===== config.mk =====
export PLATFORM = sky130hd
export DESIGN_NAME = driver_class_match_table
export DESIGN_NICKNAME = d
export VERILOG_FILES = /design/src/rtl/core/dcmt_pkg.sv /design/src/rtl/core/dcmt_ram.sv /design/src/rtl/core/driver_class_match_table.sv
export SDC_FILE = /design/constraint.sdc
export NUM_CORES = 1
export LEC_CHECK = 0
export BUFFER_PORTS_ARGS = -buffer_cell sky130_fd_sc_hd__buf_4
export CAP_MARGIN = 25
export CORE_AREA = 5 5 186 188
export CTS_CLUSTER_DIAMETER = 40
export DETAILED_ROUTE_END_ITERATION = 10
export DIE_AREA = 0 0 191 193
export GPL_ROUTABILITY_DRIVEN = 0
export HOLD_SLACK_MARGIN = 0.1
export PLACE_DENSITY = 0.78
export SETUP_SLACK_MARGIN = 0.1
export SLEW_MARGIN = 30
export SYNTH_ARGS = -nofsm -noshare
export SYNTH_HDL_FRONTEND = slang
export SYNTH_SLANG_ARGS = --single-unit
export TNS_END_PERCENT = 1

===== constraint.sdc =====
create_clock -name clk -period 10.79 [get_ports clk]
set_clock_uncertainty 0.1 [all_clocks]
set_input_delay 0.5395 -clock clk [delete_from_list [all_inputs] [get_ports clk]]
set_output_delay 0.5395 -clock clk [all_outputs]
set_load 0.02 [all_outputs]

===== src/rtl/core/dcmt_pkg.sv =====
// shared types and constants for the driver class match table
package dcmt_pkg;

  localparam int TABLE_SLOTS = 16;
  localparam int IDX_W       = (TABLE_SLOTS > 1) ? $clog2(TABLE_SLOTS) : 1;
  localparam int CNT_W       = $clog2(TABLE_SLOTS + 1);

  localparam logic REQ_REGISTER = 1'b0;
  localparam logic REQ_LOOKUP   = 1'b1;

  typedef enum logic [1:0] {
    ST_IDLE,
    ST_SCAN,
    ST_RESP
  } fsm_state_t;

  typedef struct packed {
    logic [7:0] class_code;
    logic [7:0] sub_class;
    logic [7:0] handler;
  } entry_t;

  typedef struct packed {
    logic [7:0] class_code;
    logic [7:0] sub_class;
    logic [7:0] bus;
    logic [4:0] device;
    logic [2:0] func;
  } req_t;

  typedef struct packed {
    logic       ok;
    logic [3:0] slot_index;
    logic [7:0] handler;
    logic [7:0] bus;
    logic [4:0] device;
    logic [2:0] func;
  } res_t;

endpackage


===== src/rtl/core/dcmt_ram.sv =====
// generic simple dual-port ram with registered read
module dcmt_ram #(
  parameter int WIDTH = 8,
  parameter int DEPTH = 16,
  localparam int AW = (DEPTH > 1) ? $clog2(DEPTH) : 1
) (
  input  logic             clk,
  input  logic             we,
  input  logic [AW-1:0]    waddr,
  input  logic [WIDTH-1:0] wdata,
  input  logic             re,
  input  logic [AW-1:0]    raddr,
  output logic [WIDTH-1:0] rdata
);

  logic [WIDTH-1:0] mem [DEPTH];

  always_ff @(posedge clk) begin
    if (we) begin
      mem[waddr] <= wdata;
    end
    if (re) begin
      rdata <= mem[raddr];
    end
  end

endmodule


===== src/rtl/core/driver_class_match_table.sv =====
// Handler match table. A register beat (in_tuser = 0) stores class, subclass and handler id
// in the lowest free slot and answers via ST_RESP; slots fill in order and are never freed,
// so a fill count marks the used ones. A lookup beat (in_tuser = 1) scans the used slots
// from slot 0 through the single read port of the entry ram, one slot per cycle, and answers
// on the first match or after the last used slot. One request is in flight at a time;
// the finished result sits in an output register, so the next beat can be taken while it
// waits. Failed registers and lookup misses return all-zero results with out_tuser = 0.
module driver_class_match_table
  import dcmt_pkg::*;
(
  input  logic        clk,
  input  logic        rst_n,
  input  logic        in_tvalid,
  output logic        in_tready,
  // class_code[7:0], sub_class[15:8], handler_in[23:16], bus_in[31:24],
  // device_in[36:32], function_in[39:37]
  input  logic [39:0] in_tdata,
  // req_type[0]
  input  logic [0:0]  in_tuser,
  output logic        out_tvalid,
  input  logic        out_tready,
  // slot_index[3:0], handler_out[11:4], bus_out[19:12], device_out[24:20],
  // function_out[27:25], zero pad[31:28]
  output logic [31:0] out_tdata,
  // ok[0]
  output logic [0:0]  out_tuser
);

  fsm_state_t       state_r, state_nxt;
  logic [CNT_W-1:0] fill_r, fill_nxt;
  logic [CNT_W-1:0] rd_idx_r, rd_idx_nxt;
  logic             chk_vld_r, chk_vld_nxt;
  logic [IDX_W-1:0] chk_idx_r, chk_idx_nxt;
  req_t             req_r, req_nxt;
  res_t             res_r, res_nxt;
  logic             out_vld_r, out_vld_nxt;
  res_t             out_res_r, out_res_nxt;

  logic             in_fire;
  logic             out_free;
  logic             issue;
  logic             hit;
  logic             full;
  logic             ram_we;
  logic             ram_re;
  entry_t           wr_entry;
  entry_t           rd_entry;

  assign in_fire  = in_tvalid && in_tready;
  assign out_free = !out_vld_r || out_tready;
  assign full     = (fill_r == CNT_W'(TABLE_SLOTS));
  assign issue    = (rd_idx_r < fill_r);
  assign hit      = chk_vld_r && (rd_entry.class_code == req_r.class_code)
                    && (rd_entry.sub_class == req_r.sub_class);

  assign wr_entry.class_code = in_tdata[7:0];
  assign wr_entry.sub_class  = in_tdata[15:8];
  assign wr_entry.handler    = in_tdata[23:16];

  dcmt_ram #(
    .WIDTH($bits(entry_t)),
    .DEPTH(TABLE_SLOTS)
  ) u_entry_ram (
    .clk   (clk),
    .we    (ram_we),
    .waddr (fill_r[IDX_W-1:0]),
    .wdata (wr_entry),
    .re    (ram_re),
    .raddr (rd_idx_r[IDX_W-1:0]),
    .rdata (rd_entry)
  );

  // next state
  always_comb begin
    state_nxt = state_r;
    unique case (state_r)
      ST_IDLE: begin
        if (in_fire) begin
          if (in_tuser[0] == REQ_LOOKUP && fill_r != '0) begin
            state_nxt = ST_SCAN;
          end else begin
            state_nxt = ST_RESP;
          end
        end
      end
      ST_SCAN: begin
        if (hit || !issue) begin
          state_nxt = ST_RESP;
        end
      end
      ST_RESP: begin
        if (out_free) begin
          state_nxt = ST_IDLE;
        end
      end
      default: state_nxt = ST_IDLE;
    endcase
  end

  // datapath and outputs
  always_comb begin
    in_tready   = (state_r == ST_IDLE);
    fill_nxt    = fill_r;
    rd_idx_nxt  = rd_idx_r;
    chk_vld_nxt = 1'b0;
    chk_idx_nxt = chk_idx_r;
    req_nxt     = req_r;
    res_nxt     = res_r;
    out_vld_nxt = out_vld_r && !out_tready;
    out_res_nxt = out_res_r;
    ram_we      = 1'b0;
    ram_re      = 1'b0;
    unique case (state_r)
      ST_IDLE: begin
        if (in_fire) begin
          req_nxt.class_code = in_tdata[7:0];
          req_nxt.sub_class  = in_tdata[15:8];
          req_nxt.bus        = in_tdata[31:24];
          req_nxt.device     = in_tdata[36:32];
          req_nxt.func       = in_tdata[39:37];
          rd_idx_nxt         = '0;
          res_nxt            = '0;
          if (in_tuser[0] == REQ_REGISTER && !full) begin
            ram_we             = 1'b1;
            fill_nxt           = fill_r + CNT_W'(1);
            res_nxt.ok         = 1'b1;
            res_nxt.slot_index = 4'(fill_r[IDX_W-1:0]);
          end
        end
      end
      ST_SCAN: begin
        // one read issued per cycle, compared the cycle after
        ram_re      = issue;
        chk_vld_nxt = issue && !hit;
        chk_idx_nxt = rd_idx_r[IDX_W-1:0];
        if (issue) begin
          rd_idx_nxt = rd_idx_r + CNT_W'(1);
        end
        if (hit) begin
          res_nxt.ok         = 1'b1;
          res_nxt.slot_index = 4'(chk_idx_r);
          res_nxt.handler    = rd_entry.handler;
          res_nxt.bus        = req_r.bus;
          res_nxt.device     = req_r.device;
          res_nxt.func       = req_r.func;
        end
      end
      ST_RESP: begin
        if (out_free) begin
          out_vld_nxt = 1'b1;
          out_res_nxt = res_r;
        end
      end
      default: ;
    endcase
  end

  always_ff @(posedge clk) begin
    if (!rst_n) begin
      state_r   <= ST_IDLE;
      fill_r    <= '0;
      chk_vld_r <= 1'b0;
      out_vld_r <= 1'b0;
    end else begin
      state_r   <= state_nxt;
      fill_r    <= fill_nxt;
      chk_vld_r <= chk_vld_nxt;
      out_vld_r <= out_vld_nxt;
    end
  end

  always_ff @(posedge clk) begin
    rd_idx_r  <= rd_idx_nxt;
    chk_idx_r <= chk_idx_nxt;
    req_r     <= req_nxt;
    res_r     <= res_nxt;
    out_res_r <= out_res_nxt;
  end

  assign out_tvalid     = out_vld_r;
  assign out_tuser[0]   = out_res_r.ok;
  assign out_tdata[3:0]   = out_res_r.slot_index;
  assign out_tdata[11:4]  = out_res_r.handler;
  assign out_tdata[19:12] = out_res_r.bus;
  assign out_tdata[24:20] = out_res_r.device;
  assign out_tdata[27:25] = out_res_r.func;
  assign out_tdata[31:28] = 4'b0;

`ifndef SYNTH
  a_fill_bound: assert property (@(posedge clk) disable iff (!rst_n)
    fill_r <= CNT_W'(TABLE_SLOTS))
    else $error("fill count beyond table size");

  a_write_free: assert property (@(posedge clk) disable iff (!rst_n)
    ram_we |-> !full)
    else $error("entry write into a full table");

  a_fill_step: assert property (@(posedge clk) disable iff (!rst_n)
    (in_fire && in_tuser[0] == REQ_REGISTER && !full) |=> fill_r == $past(fill_r) + CNT_W'(1))
    else $error("register beat did not advance fill count");

  a_chk_used: assert property (@(posedge clk) disable iff (!rst_n)
    chk_vld_r |-> ({1'b0, chk_idx_r} < (IDX_W + 1)'(fill_r)))
    else $error("compare of an unused slot");

  a_miss_zero: assert property (@(posedge clk) disable iff (!rst_n)
    (out_tvalid && !out_tuser[0]) |-> out_tdata == '0)
    else $error("failed result carries non-zero fields");
`endif

endmodule


Word-level counts from Yosys, hierarchy flattened

Memories as Yosys holds them, arrays and structs flattened. A register that Yosys moved wholly into a read port is not among the register bits.
Cells that the tools add are included.

Flip-flop bits (word level): 108
Memory bits (writable): 384
Input port bits: 45
Output and inout port bits: 35
Word-level logic and storage cells: 82
Memories: 1

Memories:

| name            | words | bits a word | read ports | clocked after memory_dff | write ports | RTL line       | RTL |
|---|---|---|---|---|---|---|---|
| u_entry_ram.mem | 16    | 24          | 1          | 1                        | 1           | dcmt_ram.sv:16 | `logic [WIDTH-1:0] mem [DEPTH];` |

$add $sub $neg: 2
Magnitude comparators: 1
Equal/unequal tests: 10
Muxes and demuxes: 20
Bitwise logic cells: 1
Reductions and logical operators: 24

Operators by type and width:

| cell                                                             | count |
|---|---|
| 29-bit 2-to-1 mux                                                | 2 |
| 29-bit case mux with 2 select lines                              | 1 |
| 8-bit == test                                                    | 2 |
| 5-bit 2-to-1 mux                                                 | 3 |
| 3-bit AND reduction                                              | 4 |
| 5-bit by 1-bit adder with 5-bit output (second input constant)   | 2 |
| 5-bit case mux with 2 select lines                               | 1 |
| 1-bit 2-to-1 mux                                                 | 8 |
| 2-bit 2-to-1 mux                                                 | 4 |
| 2-bit != test (second input constant)                            | 4 |
| 1-bit logical AND                                                | 7 |
| 2-bit case mux with 3 select lines                               | 1 |
| 2-bit AND reduction                                              | 3 |
| 5-bit == test (second input constant)                            | 1 |
| 1-bit logical NOT                                                | 5 |
| 5-bit less-than comparator                                       | 1 |
| 5-bit nonzero test                                               | 1 |
| 2-bit by 1-bit == test with 1-bit output (second input constant) | 1 |
| 2-bit == test (second input constant)                            | 1 |
| 2-bit logical NOT                                                | 1 |
| 1-bit logical OR                                                 | 2 |
| 2-bit by 1-bit != test with 1-bit output (second input constant) | 1 |
| 2-bit nonzero test                                               | 1 |
| 1-bit inverter                                                   | 1 |

Depth between registers and ports, before layout

Depth after elaboration: 8
Mapped depth: 8
Gate-level depth less buffers: 7

By module

Synthesis repeated with hierarchy kept, for this count alone.

Cell total of the unflattened synthesis: 878
Area total of the unflattened synthesis: 19205.9 um^2

By module, submodules not included:

| module                   | times used | cells each | area an instance (um^2) | seq. area each (um^2) |
|---|---|---|---|---|
| dcmt_ram                 | 1          | 636        | 15170.8                 | 12251.8 |
| driver_class_match_table | 1          | 242        | 4035.1                  | 3153.0 |

Worst setup path after synthesis

OpenSTA, ideal clock, no wires.

Path kind: input-to-reg
From: input port in_tvalid
To: memory u_entry_ram.mem[0][0] in the netlist's numbering (enable)
Setup time: 0.435 ns
Arrival time: 3.275 ns
Required time: 10.255 ns
Setup slack: 6.980 ns
Stages on the path: 4
Buffers on the path: 0
Cell sequence: or3b_4 > nor3_1 > nand2_1 > nor3_1

Cells in the longest elaborated chain, start to end: 5

Ends and longest elaborated chain:

| element                                | RTL line                        | RTL |
|---|---|---|
| from (decl)                            | driver_class_match_table.sv:13  | `input logic in_tvalid,` |
| 1-bit logical AND                      | driver_class_match_table.sv:49  | `assign in_fire = in_tvalid && in_tready;` |
| 1-bit 2-to-1 mux                       | driver_class_match_table.sv:115 | `if (in_fire) begin` |
| 1-bit 2-to-1 mux                       | driver_class_match_table.sv:113 | `unique case (state_r)` |
| 1-bit 2-to-1 mux                       | dcmt_ram.sv:19                  | `if (we) begin` |
| 1-bit 2-to-1 mux (implied by the code) | dcmt_ram.sv:20                  | `mem[waddr] <= wdata;` |
| to (decl)                              | dcmt_ram.sv:16                  |  |

Every way passes these cells.

Final worst setup path

From: register fill_r[0]
To: memory u_entry_ram.mem[10][9] in the netlist's numbering (enable)

Cells in the longest elaborated chain, start to end: 8

Ends and longest elaborated chain:

| element                                | RTL line                        | RTL |
|---|---|---|
| from (decl)                            | driver_class_match_table.sv:30  | `logic [CNT_W-1:0] fill_r, fill_nxt;` |
| from (signal assigned)                 | driver_class_match_table.sv:166 | `fill_r <= fill_nxt;` |
| 5-bit == test                          | driver_class_match_table.sv:51  | `assign full = (fill_r == CNT_W'(TABLE_SLOTS));` |
| 1-bit logical NOT                      | driver_class_match_table.sv:123 | `if (in_tuser[0] == REQ_REGISTER && !full) begin` |
| 1-bit logical AND                      | driver_class_match_table.sv:123 |  |
| 1-bit 2-to-1 mux                       | driver_class_match_table.sv:123 |  |
| 1-bit 2-to-1 mux                       | driver_class_match_table.sv:115 |  |
| 1-bit 2-to-1 mux                       | driver_class_match_table.sv:113 |  |
| 1-bit 2-to-1 mux                       | dcmt_ram.sv:19                  |  |
| 1-bit 2-to-1 mux (implied by the code) | dcmt_ram.sv:20                  |  |

Several ways; a longest one is shown, not always the timed one.

==> metrics.md <==
| Metric | Value |
|---|---|
| Die Span Y | between 150 and 200 µm |
| Critical setup path kind | flop to flop |
| Startpoint type of the worst setup path | flop |
| Core footprint | around 33000 µm² |
| Worst-case reg-to-reg path depth | 7 |
| Reg2reg end | u_entry_ram.mem[10][9] |
| Peak VDD IR | approximately 140 µV |
| Setup_tns | 0 ps |
| Mean post-synth cell area | 21.5 µm² |
| Critical Path Fanout Max | 13 |
| Max Fclk | around 280 MHz |
| Worst Path Arrival | approximately 3700 ps |
| Post-synth top cells | edfxtp_1 (507), mux4_2 (96), and2_1 (29), nor2b_1 (28), a21oi_1 (27) |
| TritonRoute pass-1 iters | 5 |
| Fillers | between 1.5k and 2k |
| Site row count | 67 |
| Area of the multi-input gates | around 3900 µm² |
| Synthesized instance count | about 900 |
| GRT overflow | 0 |
| Synth Warn # | 0 |
| Worst-Skew Late Latency | around 580 ps |
| WP data required | roughly 11000 ps |
| Final Hold Fails | 0 |
| Layout cells sized above 1 | ~28% |
| Fraction of registers with async set/reset | 0% |
| P_leak | 7.31 nW |
| First DRT Iteration DRCs | 883 |
| DR WL/cell | 25.6 µm |
| Initial Utilization | between 50% and 60% |
| Die width | around 190 µm |
| Total clock sinks | 516 |
| Via density | roughly 6 |
| CP endpoint | u_entry_ram.mem[10][9] |
| Yosys reg bits | slightly above 500 |
| Number of global-route vias before repair | between 9k and 10k |
| FF-to-FF setup slack | 7230 ps |
| Critical R2R Launch | fill_r[0] |
| Slew @ Worst Pin | roughly 900 ps |
| Drt drc | 0 |
| CP Capture Type | flop |
| Routed via count | between 9k and 10k |
| Area of the die | roughly 37000 µm² |
| H-tree levels | 2 |
| Total global-route track usage | between 20% and 30% |
| Crit path launch | fill_r[0] |
| Synth cell types | just over 40 |
| Cts repair resizes | 0 |
| Leading cell type by number of instances after synthesis | edfxtp_1 |
| Final setup violation count | 0 |
| CTS tree | built |
| Area Overhead vs Synth | 15.7% |
| RSZ-0062 raised after global routing | no |
| Outcome | completed |
| Relative slew margins | between 40% and 50% |
| Seq/Total Area, Yosys | about four fifths |
| Fin crit period | between 3000 and 4000 ps |
| Total Nets Final | around 1.1k |
| Yosys top cell area share | a little under 80% |
| Pwr dens | 188 nW/µm² |
| CTS root buf | clkbuf_16 |
| Diodes inserted | 0 |
| Num ports | 80 |
| Synth Flop Type | edfxtp_1 |
| Period utilization | about a third |
| MaxCap Viol Count | 0 |
| Largest net degree at the start of global routing | 58 |
| Hold WC Path Type | input pin to flop |
| Slew Limit Fails | 0 |
| Initial antenna violation count | 1 |
| Register area | around 15000 µm² |
| Netlist Area Pre-Place | between 15000 and 20000 µm² |
| HPWL after DPL | between 20 and 25 mm |
| PortBufs | 75 |
| Power, Total | 4.24 mW |
| Maximum clock insertion buffer count | 3 |
| Routed WL | 38.9 mm |
| Inserted Clock Buffers | 53 |
| Post-route ant nets | 0 |
| First-pass GRT wire length | roughly 59 mm |
| Post-synth EDFFs | around 500 |
| Top post-synthesis cells by area | edfxtp_1 (78%), mux4_2 (11%), mux2i_1 (1.3%) |
| Clk pin slew, worst setup/hold paths | 60 ps |
| Cell taking the most area after synthesis | edfxtp_1 |
==> cells by family (layout without fill, tap and decap cells) <==
| family | count (synthesis) | after routing | synth area share (%) |
|---|---|---|---|
| other | 1 | 4 | 0.0193 |
| xor gates and xnor gates | 23 | 23 | 1.04 |
| adders and majority gates | 9 | 9 | 0.579 |
| buffers and inverters | 56 | 224 | 1.30 |
| and+or+nand+nor | 114 | 114 | 3.33 |
| AOI/OAI and AO/OA | 63 | 63 | 2.08 |
| DFF | 516 | 516 | 79.2 |
| muxes | 121 | 121 | 12.4 |
==> through the flow <==
stage               utilization, %  instances  hold WS [ps]  setup slack (ps)  cell area, µm²
finish                        68.2       1522           159              7230           22500
global route                  68.2       1522           154              7070           22500
CTS                           68.2       1522           138              7150           22500
detailed placement            62.6       1408           305              7110           20600
global placement              62.5       1407           300              7190           20600
floorplan                        -        906           300              6980           19400
==> worst min path at each step <==
stage                          from  slack, ps  cells past startpoint       endpoint
after floorplan           res_r[24]        300                      0   out_tdata[0]
after global placement     res_r[3]        300                      0  out_tdata[20]
after detailed placement  res_r[13]        300                      0  out_tdata[17]
after CTS                     rst_n        140                      2      fill_r[0]
after global routing          rst_n        150                      2      fill_r[2]
final                         rst_n        160                      2      fill_r[4]
==> registers in the layout (all words and copies together) (netlist names), 2 cells and up <==
register	flops
rd_idx_r	5
u_entry_ram.rdata	24
fill_r	5
out_tdata	28
req_r	32
res_r	29
chk_idx_r	4
state_r	2
u_entry_ram.mem	384
==> metal layers <==
metal | vias to the layer above | track usage [%] | wire length, µm
met4 | 0 | 6.38 | 903
met1 | 4753 | 31.5 | 16100
met5 | - | 0 | 0
li1 | 3925 | - | -
met2 | 476 | 34.7 | 18800
met3 | 71 | 3.98 | 3120
==> critical path: stages, from the launching register on <==
cell and delay (ps):
dfxtp_1 400, inv_1 130, ha_1 260, nor4bb_1 170
nor3_1 660, nand2_1 360, nor2_2 720, buf_4 410
==> power by group <==
group	internal, mW	switching [mW]	total (mW)
registers	2.25	0.0114	2.26
clock network	0.999	0.751	1.75
logic	0.0976	0.133	0.231
==> final cells by class <==
| class | instances | share of cell area, % |
|---|---|---|
| Timing Repair Buffer | 117 | 4.17 |
| Multi-Input combinational cell | 334 | 17.2 |
| Clock buffer | 67 | 6.23 |
| Clock inverter | 31 | 1.22 |
| Inverter | 9 | 0.150 |
| Sequential cell | 516 | 68.5 |
| Tap cell | 448 | 2.49 |
==> repair_timing <==
item | 4_1_cts | 5_1_grt
endpoints found under the setup margin | 0 | 0
hold buffers | 16 | 0
buffers inserted | 0 | 0
endpoints found under the hold margin | 16 | 0
==> cell usage in the layout (no fill, tap or decap), types with 2 or more instances in the layout <==
cell and n:
nand3_1 5, buf_4 98, o31ai_1 4, nand2_1 13, nor3_1 3, clkinv_1 9, nor2_2 6, xor2_1 6
nor3_2 4, mux4_2 96, nor2_1 6, o21ai_0 2, edfxtp_1 507, mux2i_1 25, dlygate4sd3_1 16, clkbuf_16 54
conb_1 4, xnor2_1 17, ha_1 9, and2_1 29, clkinv_2 8, dfxtp_1 9, clkinvlp_4 5, inv_1 8
buf_6 2, bufinv_16 3, nor2_4 6, nand4_1 3, inv_6 2, a211oi_1 25, nor2b_1 27, clkbuf_1 13
a21oi_1 27
No activity file was read; power rests on OpenSTA's default activity.
